==> src/hdl/slcc_pkg.sv <==
// Shared types and constants for the sensor line crosstalk calibration unit.
package slcc_pkg;

  localparam int SAMPLE_W   = 12;
  localparam int REF_W      = 13;
  localparam int SUM_W      = 13;
  localparam int CAL_W      = 8;
  localparam int CELL_IDX_W = 6;
  localparam int REM_W      = 14;
  localparam int DIFF_W     = 15;

  localparam int CFG_IDX_W  = 1;
  localparam int CFG_DATA_W = 13;

  // Register indexes on the configuration port.
  localparam logic [CFG_IDX_W-1:0] CFG_CAL_EN = 1'd0;
  localparam logic [CFG_IDX_W-1:0] CFG_REF    = 1'd1;

  localparam logic [SAMPLE_W-1:0] SUM_MIN_SAMPLE = 12'd10;
  localparam logic [SAMPLE_W-1:0] DARK_LIMIT     = 12'd3;
  localparam logic [SUM_W-1:0]    SUM_CEIL       = 13'd4096;
  localparam logic [REF_W-1:0]    REF_RESET      = 13'd4030;
  localparam logic [CAL_W-1:0]    CAL_MAX        = 8'd255;

  // One quotient bit per divider step.
  localparam int DIV_STEPS = 8;
  localparam int STEP_W    = 3;

  typedef struct packed {
    logic load;
    logic rd;
    logic calc;
    logic div_step;
    logic next_cell;
    logic clear;
  } slcc_cmd_t;

  typedef struct packed {
    logic need_div;
    logic last_cell;
  } slcc_sts_t;

endpackage

==> src/hdl/sensor_line_crosstalk_calibration_unit.sv <==
// Top level of the sensor line crosstalk calibration unit.
// Collects the 12-bit samples of one sensor line into a LINE_CELLS-deep buffer
// while keeping a running line sum (samples under 10 skipped, sum saturating
// at 4096). A sample marked end_of_line closes the line; the unit then emits
// one calibrated byte per buffered cell, in arrival order, with its cell index
// and a last-of-line flag, and clears the sum and fill count. A sample that
// arrives with the buffer already full is dropped, but its end-of-line mark
// still closes the line. Samples are taken only while the unit is idle. At
// end of line every cell costs a buffer read, an evaluate step and an output
// step, plus the one-bit-per-cycle shift-subtract divider when crosstalk
// division is needed; the output step waits while out_stall is high. No input
// is taken during emission. Register writes (calibrate_enable at index 0,
// reference_level at index 1) take effect at the next edge and are sampled
// during emission. The buffer needs no clearing pass after reset.
module sensor_line_crosstalk_calibration_unit import slcc_pkg::*; #(
  parameter int LINE_CELLS = 64
) (
  input  logic                  clk,
  input  logic                  rst_n,

  input  logic                  cfg_we,
  input  logic [CFG_IDX_W-1:0]  cfg_index,
  input  logic [CFG_DATA_W-1:0] cfg_data,

  input  logic                  in_valid,
  output logic                  in_stall,
  input  logic [SAMPLE_W-1:0]   in_raw_sample,
  input  logic                  in_end_of_line,

  output logic                  out_valid,
  input  logic                  out_stall,
  output logic [CAL_W-1:0]      out_cal_value,
  output logic [CELL_IDX_W-1:0] out_cell_index,
  output logic                  out_last_of_line
);

  logic             cal_en_r;
  logic [REF_W-1:0] ref_r;
  slcc_cmd_t        cmd;
  slcc_sts_t        sts;

  // Configuration registers; no read-back.
  always_ff @(posedge clk) begin
    if (!rst_n) begin
      cal_en_r <= 1'b1;
      ref_r    <= REF_RESET;
    end else if (cfg_we) begin
      case (cfg_index)
        CFG_CAL_EN: cal_en_r <= cfg_data[0];
        CFG_REF:    ref_r    <= cfg_data[REF_W-1:0];
        default:    ;
      endcase
    end
  end

  slcc_ctrl u_ctrl (
    .clk            (clk),
    .rst_n          (rst_n),
    .in_valid       (in_valid),
    .in_end_of_line (in_end_of_line),
    .in_stall       (in_stall),
    .out_valid      (out_valid),
    .out_stall      (out_stall),
    .sts            (sts),
    .cmd            (cmd)
  );

  slcc_dpath #(
    .LINE_CELLS (LINE_CELLS)
  ) u_dpath (
    .clk            (clk),
    .rst_n          (rst_n),
    .cmd            (cmd),
    .cal_en         (cal_en_r),
    .ref_level      (ref_r),
    .in_raw_sample  (in_raw_sample),
    .sts            (sts),
    .out_cal_value  (out_cal_value),
    .out_cell_index (out_cell_index)
  );

  assign out_last_of_line = sts.last_cell;

  // No item is taken while a result is on offer.
  a_no_load_while_out: assert property (@(posedge clk) disable iff (!rst_n)
    out_valid |-> in_stall)
    else $error("input accepted during emission");

  // A line end starts emission on the next cycle.
  a_eol_blocks_input: assert property (@(posedge clk) disable iff (!rst_n)
    (in_valid && !in_stall && in_end_of_line) |=> in_stall)
    else $error("line end did not start emission");

  // After a non-final result the next cell needs a buffer read first.
  a_gap_between_cells: assert property (@(posedge clk) disable iff (!rst_n)
    (out_valid && !out_stall && !out_last_of_line) |=> (!out_valid && in_stall))
    else $error("missing read cycle between cells");

  // The final result of a line returns the unit to loading.
  a_line_done_idle: assert property (@(posedge clk) disable iff (!rst_n)
    (out_valid && !out_stall && out_last_of_line) |=> (!in_stall && !out_valid))
    else $error("unit not idle after line end");

endmodule

==> src/hdl/slcc_dpath.sv <==
// Datapath: line buffer, running sum, cell counter and the shift-subtract divider.
module slcc_dpath import slcc_pkg::*; #(
  parameter int LINE_CELLS = 64
) (
  input  logic                  clk,
  input  logic                  rst_n,
  input  slcc_cmd_t             cmd,
  input  logic                  cal_en,
  input  logic [REF_W-1:0]      ref_level,
  input  logic [SAMPLE_W-1:0]   in_raw_sample,
  output slcc_sts_t             sts,
  output logic [CAL_W-1:0]      out_cal_value,
  output logic [CELL_IDX_W-1:0] out_cell_index
);

  localparam int IDX_W = (LINE_CELLS > 1) ? $clog2(LINE_CELLS) : 1;
  localparam int CNT_W = $clog2(LINE_CELLS + 1);

  logic [SAMPLE_W-1:0] buf_mem [LINE_CELLS];

  logic [CNT_W-1:0]    fill_r, fill_nxt;
  logic [CNT_W-1:0]    k_r, k_nxt;
  logic [SUM_W-1:0]    sum_r, sum_nxt;
  logic [SUM_W:0]      sum_add;
  logic                full;

  logic [SAMPLE_W-1:0] s_r;
  logic [REM_W-1:0]    rem_r, rem_nxt;
  logic [REM_W-1:0]    div_r;
  logic [CAL_W-1:0]    res_r;
  logic [CAL_W-1:0]    calc_res;
  logic signed [DIFF_W-1:0] diff;
  logic [REM_W:0]      trial;
  logic                q_bit;
  logic                need_div;
  logic                last_cell;
  logic [CNT_W+CELL_IDX_W-1:0] k_ext;

  assign full    = (fill_r >= CNT_W'(LINE_CELLS));
  assign sum_add = {1'b0, sum_r} + {2'b00, in_raw_sample};

  always_comb begin
    fill_nxt = fill_r;
    sum_nxt  = sum_r;
    k_nxt    = k_r;
    if (cmd.load && !full) begin
      fill_nxt = fill_r + CNT_W'(1);
      if (in_raw_sample >= SUM_MIN_SAMPLE) begin
        sum_nxt = (sum_add > {1'b0, SUM_CEIL}) ? SUM_CEIL : sum_add[SUM_W-1:0];
      end
    end
    if (cmd.next_cell) begin
      k_nxt = k_r + CNT_W'(1);
    end
    if (cmd.clear) begin
      fill_nxt = '0;
      sum_nxt  = '0;
      k_nxt    = '0;
    end
  end

  always_ff @(posedge clk) begin
    if (!rst_n) begin
      fill_r <= '0;
      sum_r  <= '0;
      k_r    <= '0;
    end else begin
      fill_r <= fill_nxt;
      sum_r  <= sum_nxt;
      k_r    <= k_nxt;
    end
  end

  // Buffer write on load, registered read of the current cell.
  always_ff @(posedge clk) begin
    if (cmd.load && !full) begin
      buf_mem[fill_r[IDX_W-1:0]] <= in_raw_sample;
    end
    if (cmd.rd) begin
      s_r <= buf_mem[k_r[IDX_W-1:0]];
    end
  end

  // Signed distance of the reference from the crosstalk of the other cells.
  assign diff = $signed({2'b00, ref_level}) + $signed({3'b000, s_r})
              - $signed({2'b00, sum_r});

  always_comb begin
    need_div = 1'b0;
    if (s_r < DARK_LIMIT) begin
      calc_res = '0;
    end else if (!cal_en) begin
      calc_res = s_r[SAMPLE_W-1:4];
    end else if (diff < 0) begin
      calc_res = '0;
    end else if (diff == 0) begin
      calc_res = CAL_MAX;
    end else begin
      // Quotient of 512*s/d reaches 256 exactly when 2*s >= d.
      calc_res = CAL_MAX;
      need_div = ({1'b0, s_r, 1'b0} < diff[REM_W-1:0]);
    end
  end

  assign trial   = {rem_r, 1'b0};
  assign q_bit   = (trial >= {1'b0, div_r});
  assign rem_nxt = q_bit ? REM_W'(trial - {1'b0, div_r}) : trial[REM_W-1:0];

  always_ff @(posedge clk) begin
    if (cmd.calc) begin
      res_r <= calc_res;
      rem_r <= {1'b0, s_r, 1'b0};
      div_r <= diff[REM_W-1:0];
    end else if (cmd.div_step) begin
      rem_r <= rem_nxt;
      res_r <= {res_r[CAL_W-2:0], q_bit};
    end
  end

  assign last_cell      = ((k_r + CNT_W'(1)) == fill_r);
  assign sts            = '{need_div: need_div, last_cell: last_cell};
  assign k_ext          = {{CELL_IDX_W{1'b0}}, k_r};
  assign out_cell_index = k_ext[CELL_IDX_W-1:0];
  assign out_cal_value  = res_r;

endmodule

==> src/hdl/slcc_ctrl.sv <==
// Controller: sequences loading, per-cell evaluation, division and result handoff.
module slcc_ctrl import slcc_pkg::*; (
  input  logic      clk,
  input  logic      rst_n,
  input  logic      in_valid,
  input  logic      in_end_of_line,
  output logic      in_stall,
  output logic      out_valid,
  input  logic      out_stall,
  input  slcc_sts_t sts,
  output slcc_cmd_t cmd
);

  localparam logic [2:0] ST_IDLE = 3'd0;
  localparam logic [2:0] ST_READ = 3'd1;
  localparam logic [2:0] ST_CALC = 3'd2;
  localparam logic [2:0] ST_DIV  = 3'd3;
  localparam logic [2:0] ST_OUT  = 3'd4;

  logic [2:0]        state_r, state_nxt;
  logic [STEP_W-1:0] step_r, step_nxt;

  always_comb begin
    state_nxt = state_r;
    step_nxt  = step_r;
    cmd       = '0;
    case (state_r)
      ST_IDLE: begin
        if (in_valid) begin
          cmd.load = 1'b1;
          if (in_end_of_line) begin
            state_nxt = ST_READ;
          end
        end
      end
      ST_READ: begin
        cmd.rd    = 1'b1;
        state_nxt = ST_CALC;
      end
      ST_CALC: begin
        cmd.calc  = 1'b1;
        step_nxt  = '0;
        state_nxt = sts.need_div ? ST_DIV : ST_OUT;
      end
      ST_DIV: begin
        cmd.div_step = 1'b1;
        step_nxt     = step_r + STEP_W'(1);
        if (step_r == STEP_W'(DIV_STEPS - 1)) begin
          state_nxt = ST_OUT;
        end
      end
      ST_OUT: begin
        if (!out_stall) begin
          if (sts.last_cell) begin
            cmd.clear = 1'b1;
            state_nxt = ST_IDLE;
          end else begin
            cmd.next_cell = 1'b1;
            state_nxt     = ST_READ;
          end
        end
      end
      default: begin
        state_nxt = ST_IDLE;
      end
    endcase
  end

  always_ff @(posedge clk) begin
    if (!rst_n) begin
      state_r <= ST_IDLE;
      step_r  <= '0;
    end else begin
      state_r <= state_nxt;
      step_r  <= step_nxt;
    end
  end

  assign in_stall  = (state_r != ST_IDLE);
  assign out_valid = (state_r == ST_OUT);

endmodule
==> config.mk <==
export PLATFORM = sky130hd
export DESIGN_NAME = sensor_line_crosstalk_calibration_unit
export DESIGN_NICKNAME = d
export VERILOG_FILES = /design/src/hdl/slcc_pkg.sv /design/src/hdl/sensor_line_crosstalk_calibration_unit.sv /design/src/hdl/slcc_dpath.sv /design/src/hdl/slcc_ctrl.sv
export SDC_FILE = /design/constraint.sdc
export NUM_CORES = 1
export LEC_CHECK = 0
export BUFFER_PORTS_ARGS = -buffer_cell sky130_fd_sc_hd__buf_2
export CELL_PAD_IN_SITES_DETAIL_PLACEMENT = 0
export CELL_PAD_IN_SITES_GLOBAL_PLACEMENT = 2
export CORE_MARGIN = 4
export CORE_UTILIZATION = 40
export CTS_BUF_LIST = sky130_fd_sc_hd__clkbuf_4 sky130_fd_sc_hd__clkbuf_8
export DETAILED_ROUTE_END_ITERATION = 10
export GPL_TIMING_DRIVEN = 1
export PLACE_DENSITY_LB_ADDON = 0.1
export SYNTH_ARGS = -nofsm -noshare
export SYNTH_HDL_FRONTEND = slang
export SYNTH_HIERARCHICAL = 1
export SYNTH_SLANG_ARGS = --single-unit
export TNS_END_PERCENT = 20
==> constraint.sdc <==
create_clock -name clk -period 11.12 [get_ports clk]
set_input_delay 0 -clock clk [delete_from_list [all_inputs] [get_ports clk]]
set_output_delay 0 -clock clk [all_outputs]
set_load 0.05 [all_outputs]
==> impl_metrics.csv <==
group,metric,value,unit
setup_path,worst_setup_path_end_kind,"flop",
min_path,worstHoldStart,"in_raw_sample[4]",
sta,maxSlewViolCount,0,
finish,syn_to_final_growth,14.8,%
floorplan,fp.dieArea,95200,um2
min_path,holdPathEnd,"u_dpath/buf_mem[58][4]",
finish,drive_gt1_share,29.0,%
floorplan,fp.dieW,309,um
sta,rsz_0062_raised_after_global_routing,"no",
route,num_vias,18600,
synthesis,synth-edff-count,814,
pwr,final_total_pwr,8280,uW
sta,timing.final.ws_setup,5950,ps
sta,fin_worst_skew,53.5,ps
placement,io_buffer_count,48,
finish,layout.nets,2226,
clock_network,cts_tree,"yes",
global_route,global_route.usage.total,19.5,%
finish,multiInputGateArea,9840,um2
finish,final_common_cell,"sky130_fd_sc_hd__edfxtp_1",
setup_path,r2r_setup_slack,5950,ps
pwr,power.density_cell_area,200,nW/um2
sta,hold_viol,0,
min_path,min-delay-path-class,"in -> reg",
sta,period_minus_slack,5170,ps
placement,dp_hpwl,54.9,mm
synthesis,synth_cells,1900,
global_route,via_count_of_the_first_global_routing_pass,19300,
finish,final-instance-count-excl-fill,3402,
flow_run,maxCapViolations,0,
route,wl_per_cell,26.8,um
sta,timing.max_slew.rel_slack,21.4,%
global_route,pin_count_of_the_biggest_net_entering_global_routing,119,
sta,tightest_slew,1170,ps
clock_network,cts_htree_levels,4,
route,detail_route.wirelength,91.2,mm
synthesis,synth.net_count,2004,
sta,setup-violations-final,0,
setup_path,critical_path_arrival,5880,ps
sta,period_share,46.5,%
synthesis,yosys.cell_types.count,73,
sta,timing.hold.ws,180,ps
setup_path,critical_path_required,11830,ps
synthesis,synth.yosys.warnings,6,
setup_path,r2r_path_start,"u_dpath/k_r[1]",
route,vias_per_cell,5.46,
floorplan,overall_die_height,309,um
clock_network,cts_num_sinks,863,
route,drc,0,
placement,place_ws,5910,ps
route,detail_route.wirelength.met1,40.0,mm
synthesis,yosysSeqAreaShare,70.3,%
floorplan,ioPinCount,49,
setup_path,setup.worst_path.start_class,"flop",
clock_network,worst_skew_pair.late_latency,810,ps
synthesis,netlist_area,36100,um2
floorplan,initial_util,40.6,%
clock_network,cts_max_path_buffers,3,
pwr,irDropWorstVdd,0.104,mV
pwr,total_leakage_power,0.0135,uW
clock_network,cts.reportedPaths.clkPinSlew,60,ps
outcome,outcome,"completed",
clock_network,clk_root_buffer_cell,"sky130_fd_sc_hd__clkbuf_8",
placement,place.detailed.instances,3062,
placement,globalplace.congestion,0.755,
global_route,grt_first_pass_wirelength,134,mm
sta,fmax,193,MHz
synthesis,synthArstFlopShare,0,%
floorplan,core_region_area,89100,um2
global_route,initial_antenna_violation_count,6,
route,detail_route.first_pass.iterations,5,
route,wl_met3,4.33,mm
synthesis,post_synth.cell_area_avg,19.0,um2
route,met2WireLength,44.2,mm
route,drt-initial-drc-count,1496,
clock_network,cts_buffers,148,
finish,final-seq-area,25400,um2
route,highest-signal-layer,"met4",
min_path,worst_hold_path.num_cells,2,
floorplan,rows,109,
synthesis,ys_seq_elements,863,
setup_path,depth_of_the_worst_register_to_register_path,12,
synthesis,most_used_dff_post_synth,"sky130_fd_sc_hd__edfxtp_1",
finish,num-fill-cells,7658,
setup_path,setup.worst_path.class,"reg -> reg",
setup_path,critical_path_peak_fanout,61,
global_route,global_route.overflow_total,0,
setup_path,r2r-end,"u_dpath/sum_r[1]",
route,drtAntennaViolNets,0,
finish,final_cell_mix,"sky130_fd_sc_hd__edfxtp_1, sky130_fd_sc_hd__mux4_2, sky130_fd_sc_hd__clkbuf_8",
sta,setup_total_negative_slack,0,ps
-- timing repair --
item / 4_1_cts / 5_1_grt
setup buffers: 0 / 0
hold buffers: 75 / 0
resized for setup: 0 / 0
endpoints found under the hold margin: 651 / 0
-- synthesized netlist by cell type (all sizes together) (3+ instances only) --
cell    number  area, um2
edfxtp     814      24400
mux4       252       5680
nor2       117        444
inv        109        409
ha          57        713
buf         54        394
dfxtp       49        981
clkbuf      45        170
nand2       44        165
o21ai       41        205
a21oi       30        154
nand3       30        150
xor2        27        236
xnor2       23        201
o211ai      16        170
fa          15        300
nor3        14       70.1
mux2i       13        130
nand4       13       81.3
a21o        12       90.1
nand2b      12       75.1
o22ai       10       62.6
nor2b        9       56.3
a31oi        8       50.1
a32o         8       80.1
nand3b       7       52.6
or3          6       42.5
a22o         5       43.8
o21a         5       37.5
a211oi       4       30.0
nor4         4       25.0
and2         3       21.3
and3         3       18.8
nor3b        3       22.5
o21bai       3       22.5
-- metal layers --
metal | track usage [%] | vias up
met3 | 3.73 | 150
met1 | 26.9 | 9824
li1 | - | 8109
met4 | 6.79 | 0
met2 | 31.4 | 485
met5 | 0 | -
-- flip-flops by register name, indices dropped and copies added (netlist names) --
signal	cells
u_dpath/rem_r	14
u_dpath/div_r	14
u_dpath/fill_r	7
u_dpath/k_r	7
u_dpath/s_r	12
u_dpath/out_cal_value	8
u_dpath/sum_r	13
cal_en_r	1
u_dpath/buf_mem	768
u_ctrl/step_r	3
u_ctrl/state_r	3
ref_r	13
-- report_power, final --
part	switching [uW]	internal [uW]
Clock	1300	1580
Combinational	952	673
Sequential	86.4	3690
-- logic make-up after synthesis --
kind of cell,after synthesis,share of synthesized area [%]
DFF,863,70.3
and+or+nand+nor,275,3.66
muxes,265,16.1
buffers and inverters,208,2.69
AOI/OAI and AO/OA,167,3.24
adders and majority gates,72,2.80
xor gates and xnor gates,50,1.21
-- worst max-delay path: stages, from the launching register on --
cell	delay, ps
sky130_fd_sc_hd__dfxtp_4	720
sky130_fd_sc_hd__buf_4	840
sky130_fd_sc_hd__nand2_1	290
sky130_fd_sc_hd__a41oi_1	260
sky130_fd_sc_hd__o21ai_0	110
sky130_fd_sc_hd__a21oi_1	150
sky130_fd_sc_hd__nor2_1	140
sky130_fd_sc_hd__nor3b_1	160
sky130_fd_sc_hd__nand2b_1	530
sky130_fd_sc_hd__nand2b_1	340
sky130_fd_sc_hd__a2111o_1	410
sky130_fd_sc_hd__mux2i_1	810
sky130_fd_sc_hd__a32o_1	290
-- worst max path at each step --
stage	endpoint	from
floorplan	u_ctrl/state_r[2]	u_dpath/s_r[0]
global placement	u_dpath/sum_r[1]	u_dpath/k_r[1]
detailed placement	u_dpath/sum_r[1]	u_dpath/k_r[1]
CTS	u_dpath/sum_r[1]	u_dpath/k_r[1]
global route	u_dpath/sum_r[1]	u_dpath/k_r[1]
finish	u_dpath/sum_r[1]	u_dpath/k_r[1]
-- cell type report --
type / instances / area share (%)
timing repair buffer: 171 / 3.29
clock buffer: 198 / 5.87
tap: 1165 / 3.51
antenna: 4 / 0.0241
sequential: 863 / 61.3
inverter: 109 / 0.986
clock inverter: 63 / 1.30
multi-input combinational: 829 / 23.7
-- through the flow --
| stage | instance area (um2) | util [%] |
|---|---|---|
| detailed placement | 37800 | 42.4 |
| global route | 41500 | 46.6 |
| floorplan | 36100 | - |
| CTS | 41500 | 46.6 |
| finish | 41500 | 46.6 |
| global placement | 37800 | 42.4 |
No activity file was read; power rests on OpenSTA's default activity.
